<file path="config.mk">
export PLATFORM = sky130hd
export DESIGN_NAME = rayc_ctrl
export DESIGN_NICKNAME = d
export VERILOG_FILES = /design/src/rtl/rayc_pkg.sv /design/src/rtl/rayc_ctrl.sv
export SDC_FILE = /design/constraint.sdc
export NUM_CORES = 1
export LEC_CHECK = 0
export CAP_MARGIN = 20
export CORE_ASPECT_RATIO = 0.75
export CORE_MARGIN = 2
export CORE_UTILIZATION = 55
export CTS_CLUSTER_DIAMETER = 60
export DETAILED_ROUTE_END_ITERATION = 16
export DONT_BUFFER_PORTS = 1
export GPL_ROUTABILITY_DRIVEN = 0
export HOLD_SLACK_MARGIN = 0.05
export PLACE_DENSITY = 0.73
export SETUP_SLACK_MARGIN = 0.4
export SYNTH_ARGS = -nofsm -noshare
export SYNTH_HDL_FRONTEND = slang
export SYNTH_SLANG_ARGS = --single-unit
</file>
<file path="constraint.sdc">
create_clock -name clk -period 1.8 [get_ports clk]
set_input_delay 0.18 -clock clk [delete_from_list [all_inputs] [get_ports clk]]
set_output_delay 0.18 -clock clk [all_outputs]
set_load 0.01 [all_outputs]
</file>
<file path="src/rtl/rayc_pkg.sv">
// Shared types and constants for the grid DDA column ray caster.
// Used by the controller, datapath, divider and top level; depends on nothing.
`default_nettype none

package rayc_pkg;

  localparam int MAP_SIZE      = 32;
  localparam int MAP_BITS      = 5;
  localparam int MAP_DEPTH     = MAP_SIZE * MAP_SIZE;
  localparam int ADDR_BITS     = 2 * MAP_BITS;
  localparam int SCREEN_WIDTH  = 640;
  localparam int SCREEN_HEIGHT = 480;
  localparam int FRAC_BITS     = 16;

  localparam int STEP_LIMIT = MAP_SIZE * 2;
  localparam int STEP_BITS  = 7;

  localparam int DIV_N        = 34;   // dividend and quotient width
  localparam int DIV_D        = 36;   // divisor width
  localparam int DIV_CNT_BITS = 6;

  // column scale 2*col*2^FRAC_BITS/SCREEN_WIDTH = col*2^10/5, taken as col*ceil(2^23/5) >> 13
  localparam int CAM_RECIP  = 1677722;
  localparam int CAM_SHIFT  = 13;
  localparam int CAM_PROD_W = 31;

  localparam int DELTA_W = FRAC_BITS + 12;
  localparam int SIDE_W  = 36;
  localparam int DIST_W  = 22;
  localparam int LH_W    = 10;

  localparam logic CMD_WRITE = 1'b0;
  localparam logic CMD_CAST  = 1'b1;

  typedef enum logic [2:0] {
    REG_CAMERA_X  = 3'd0,
    REG_CAMERA_Y  = 3'd1,
    REG_VIEW_DIR_X = 3'd2,
    REG_VIEW_DIR_Y = 3'd3,
    REG_CAM_PLANE_X = 3'd4,
    REG_CAM_PLANE_Y = 3'd5
  } cfg_reg_t;

  typedef enum logic [1:0] {
    DIV_NONE = 2'd0,
    DIV_DX   = 2'd1,
    DIV_DY   = 2'd2,
    DIV_LH   = 2'd3
  } div_sel_t;

  typedef struct packed {
    logic     clear_step;
    logic     wr_cell;
    logic     ld_req;
    logic     div_start;
    div_sel_t div_sel;
    logic     ld_cam;
    logic     ld_prod;
    logic     ld_ray;
    logic     ld_dx;
    logic     ld_dy;
    logic     ld_side;
    logic     step;
    logic     check;
    logic     ld_lh;
    logic     ld_out;
  } cmd_t;

  typedef struct packed {
    logic clear_last;
    logic div_done;
    logic hit;
    logic bound;
    logic out_free;
  } stat_t;

  function automatic logic [23:0] wall_color(input logic [2:0] code);
    logic [23:0] rgb;
    case (code)
      3'd1:    rgb = 24'hFF0000;
      3'd2:    rgb = 24'h00FF00;
      3'd3:    rgb = 24'h0000FF;
      3'd4:    rgb = 24'hFFFFFF;
      3'd5:    rgb = 24'hFFFF00;
      default: rgb = 24'h000000;
    endcase
    return rgb;
  endfunction

endpackage

`default_nettype wire

</file>
<file path="src/rtl/rayc_ctrl.sv">
// Controller state machine for the ray caster: sequences clear, setup, walk, output.
// Depends on rayc_pkg; talks to rayc_datapath through cmd_t and stat_t.
`default_nettype none

module rayc_ctrl
  import rayc_pkg::*;
(
  input  wire logic  clk,
  input  wire logic  rst,
  input  wire logic  in_valid,
  input  wire logic  command,
  output logic       in_ready,
  input  wire stat_t stat,
  output cmd_t       cmd
);

  typedef enum logic [14:0] {
    S_CLEAR = 15'h0001,
    S_IDLE  = 15'h0002,
    S_CAM   = 15'h0004,
    S_PROD  = 15'h0008,
    S_RAY   = 15'h0010,
    S_DX    = 15'h0020,
    S_DX_W  = 15'h0040,
    S_DY    = 15'h0080,
    S_DY_W  = 15'h0100,
    S_SIDE  = 15'h0200,
    S_STEP  = 15'h0400,
    S_CHECK = 15'h0800,
    S_LH    = 15'h1000,
    S_LH_W  = 15'h2000,
    S_DONE  = 15'h4000
  } state_t;

  state_t state, state_next;

  always_ff @(posedge clk) begin
    if (rst) begin
      state <= S_CLEAR;
    end else begin
      state <= state_next;
    end
  end

  always_comb begin
    cmd         = '0;
    cmd.div_sel = DIV_NONE;
    in_ready    = 1'b0;
    state_next  = state;
    case (state)
      S_CLEAR: begin
        cmd.clear_step = 1'b1;
        if (stat.clear_last) state_next = S_IDLE;
      end
      S_IDLE: begin
        in_ready = 1'b1;
        if (in_valid) begin
          if (command == CMD_CAST) begin
            cmd.ld_req = 1'b1;
            state_next = S_CAM;
          end else begin
            cmd.wr_cell = 1'b1;
          end
        end
      end
      S_CAM: begin
        cmd.ld_cam = 1'b1;
        state_next = S_PROD;
      end
      S_PROD: begin
        cmd.ld_prod = 1'b1;
        state_next  = S_RAY;
      end
      S_RAY: begin
        cmd.ld_ray = 1'b1;
        state_next = S_DX;
      end
      S_DX: begin
        cmd.div_sel   = DIV_DX;
        cmd.div_start = 1'b1;
        state_next    = S_DX_W;
      end
      S_DX_W: begin
        cmd.div_sel = DIV_DX;
        if (stat.div_done) begin
          cmd.ld_dx  = 1'b1;
          state_next = S_DY;
        end
      end
      S_DY: begin
        cmd.div_sel   = DIV_DY;
        cmd.div_start = 1'b1;
        state_next    = S_DY_W;
      end
      S_DY_W: begin
        cmd.div_sel = DIV_DY;
        if (stat.div_done) begin
          cmd.ld_dy  = 1'b1;
          state_next = S_SIDE;
        end
      end
      S_SIDE: begin
        cmd.ld_side = 1'b1;
        state_next  = S_STEP;
      end
      S_STEP: begin
        cmd.step   = 1'b1;
        state_next = S_CHECK;
      end
      S_CHECK: begin
        // map data for the entered cell is ready now
        cmd.check = 1'b1;
        if (stat.hit) state_next = S_LH;
        else if (stat.bound) state_next = S_DONE;
        else state_next = S_STEP;
      end
      S_LH: begin
        cmd.div_sel   = DIV_LH;
        cmd.div_start = 1'b1;
        state_next    = S_LH_W;
      end
      S_LH_W: begin
        cmd.div_sel = DIV_LH;
        if (stat.div_done) begin
          cmd.ld_lh  = 1'b1;
          state_next = S_DONE;
        end
      end
      S_DONE: begin
        // hold until the result register is free
        if (stat.out_free) begin
          cmd.ld_out = 1'b1;
          state_next = S_IDLE;
        end
      end
      default: state_next = S_IDLE;
    endcase
  end

`ifndef SYNTH
  a_out_free: assert property (@(posedge clk) disable iff (rst) cmd.ld_out |-> stat.out_free)
    else $error("result loaded over an untaken result");
`endif

endmodule

`default_nettype wire

</file>
==> impl_results.md <==
- Status: finished, violations left
- Failing checks: setup timing
- Worst R2R Start: state[2]
- Initial Utilization: 0.601
- Pin count of the biggest net entering global routing: 13
- Hold EP: state[10]
- N_diodes: 0
- Initial antenna violation count: 0
- Max Cap Viol: 0
- Final routed DRC violation total: 0
- Fill count: 59
- CP Cell Sequence: nor4_4 > nand2_2 > nor3_4 > and3b_1 > nor2_1 > nand2_1
- FF-to-FF path depth: 7
- Critical Path Fanout Max: 5
- Final period util: 1.19
- Clk root buf: clkbuf_4
- Largest register FFs: 15
- Synthesized-area fraction occupied by adder cells: 0
- DRT Pass-1 Iters: 5
- Critical path class: register to primary output
- Via count: approximately 1300
- Grt total ovfl: 0
- Die height: 42.1 um
- Post-synthesis simple-gate area fraction: 0.514
- Skew final: roughly 0.0021 ns
- Yosys warns: 0
- Final hold violations: 0
- Syn Nets: around 140
- Post-synthesis compound-gate area fraction: 0.114
- Core Area: 1770 um2
- Port Buffers: 0
- Part of the Yosys area used for sequential elements: 0.282
- Power Dens Cells: around 470 nW/um2
- Rows: 13
- Leading cell type in the layout, fill and taps excluded: buf_4
- Wire length of the first global-routing pass: 5910 um
- Routed WL: 4500 um
- Setup ws final: -0.350 ns
- DP HPWL: between 2000 and 2500 um
- Fmax: around 470 MHz
- Slew HR: 0.506
- Leak: ~0.7 nW
- Nets: 179
- Worst-Margin Slew: approximately 0.74 ns
- Avg Cell Area, Syn: a little over 8 um2
- Library cells used by synthesis: 44
- Post-synth top flop: dfxtp_1
- Arrival time worst endpoint: 1.97 ns
- Total power: 0.785 mW
- RSZ-0062 raised after global routing: yes
- Worst setup SP type: register
- H-tree Lvls: 1
- Layout area overhead: 55.8%
- Largest Register: state
- Clock Sinks: 15
- DIE AREA: 2310 um2
- Final setup violation count: 29
- Post-Synth XOR/XNOR Area: 0.0494
- Clock transition at path regs: 0.10 ns
- Largest stage delay, worst path: 0.43 ns
- Worst r2r dst: state[6]
- Die Wd: 54.8 um
- Worst-skew pair later-pin latency: about 0.30 ns
- Largest family of logic cells by synthesized area: simple AND/OR/NAND/NOR gates
- Mapped Cells: 129
- Max Root-Sink Buffers: 2
- Hold Crit Depth: 3
- Hold Startpoint: stat[2]
- Multiplexer share of the synthesized area: 0
- Async S/R FF share, synth: 0
- Avg WL per Cell: 23.6 um
- R2R setup slack: -0.32 ns
- Origin of the worst setup path: state[2]
- Required @ worst endpoint: 1.62 ns
- Ports: 26
- Synthesized cell area: around 1100 um2
- Share of cells above drive strength 1: 0.586
- Hold Path Class: input pin to register
- Register bit total from synthesis: 15
- Pre-CTS setup slack: -0.0258 ns
- Leading cell types in the layout, fill and taps excluded: 31 x buf_4, 12 x nor2_1, 9 x nor3b_2
- Worst VDD drop: between 0.5 and 0.6 mV
- Regs by FF count: state (15)
- GRT Total Usage: 0.357
- Worst path slowest cell: nor4_4
- Min cycle time layout: 2.15 ns
- CTS tree: built
- Pins over their slew limit: 0
- TritonCTS Buffers: 3
- Number of global-route vias before repair: 1241
- CP endpoint kind: primary output
- Initial DRC count: 106
- Vias/cell: between 6 and 7
- Post-synth EDFFs: 0
- Final antenna-violating net count: 0
[Yosys cell counts, types with 4 or more instances]
| master | n | share of area |
|---|---|---|
| dfxtp_1 | 15 | 0.28 |
| inv_1 | 5 | 0.018 |
| nand2_1 | 12 | 0.042 |
| nand3_1 | 4 | 0.019 |
| nand4_1 | 4 | 0.023 |
| nor2_1 | 18 | 0.063 |
| nor3_1 | 6 | 0.028 |
| nor3b_1 | 9 | 0.063 |
| nor4b_1 | 4 | 0.033 |
[how the worst max path moves through the flow]
| stage | endpoint | slack (ns) | cells after the start |
|---|---|---|---|
| after global placement | state[1] | 0.0002 | 6 |
| after floorplan | state[14] | 0.11 | 6 |
| after CTS | cmd[5] | -0.22 | 4 |
| after detailed placement | state[6] | -0.03 | 6 |
| final | cmd[12] | -0.35 | 6 |
| after global routing | cmd[10] | -0.46 | 5 |
[cells by family after synthesis]
group           count (synthesis)
simple gates                   84
buf+inv                         9
xor+xnor                        6
flops                          15
compound gates                 15
[final cells by class]
| class | instances | area (um2) | share of cell area |
|---|---|---|---|
| clock buffer | 3 | 22.5 | 0.0136 |
| clock inverter | 1 | 5.00 | 0.00302 |
| inverter | 5 | 18.8 | 0.0113 |
| multi-input combinational | 105 | 927 | 0.559 |
| sequential | 15 | 327 | 0.197 |
| tap | 22 | 27.5 | 0.0166 |
| timing repair buffer | 40 | 332 | 0.200 |
[power by group]
group	switching, mW	internal, mW	total (mW)
combinational	0.121	0.102	0.223
sequential	0.0171	0.336	0.353
clock	0.126	0.0831	0.209
total	0.264	0.521	0.785
[routing by layer]
metal  GRT usage  vias to the layer above  wire length, um
li1            -                      553                -
met1       0.457                      626             1770
met2       0.562                      118             1980
met3       0.100                       35              472
met4       0.120                        0              287
met5           0                        -                0
[stage by stage]
| step | cell area (um2) | hold slack, ns | utilization | setup TNS [ns] | std cells |
|---|---|---|---|---|---|
| after floorplan | 1160 | 0.244 | - | 0 | 129 |
| after global placement | 1300 | 0.248 | 0.734 | 0 | 165 |
| after detailed placement | 1300 | 0.248 | 0.734 | -0.0346 | 165 |
| after CTS | 1540 | 0.0644 | 0.867 | -3.37 | 183 |
| after global routing | 1660 | 0.0661 | 0.936 | -7.58 | 191 |
| final | 1660 | 0.0720 | 0.936 | -6.65 | 191 |
[worst max-delay path, delay by kind of cell (launching register included)]
family | cells | cell delay, ns
flops | 1 | 0.41
simple gates | 6 | 1.25
[repair_timing]
action                     4_1_cts  5_1_grt
setup endpoints to repair       31       32
setup buffers                   12        8
hold endpoints to repair        12        0
resized for setup               28       16
hold buffers                     2        0
pin swaps                       31       16
No activity file was read; power rests on OpenSTA's default activity.
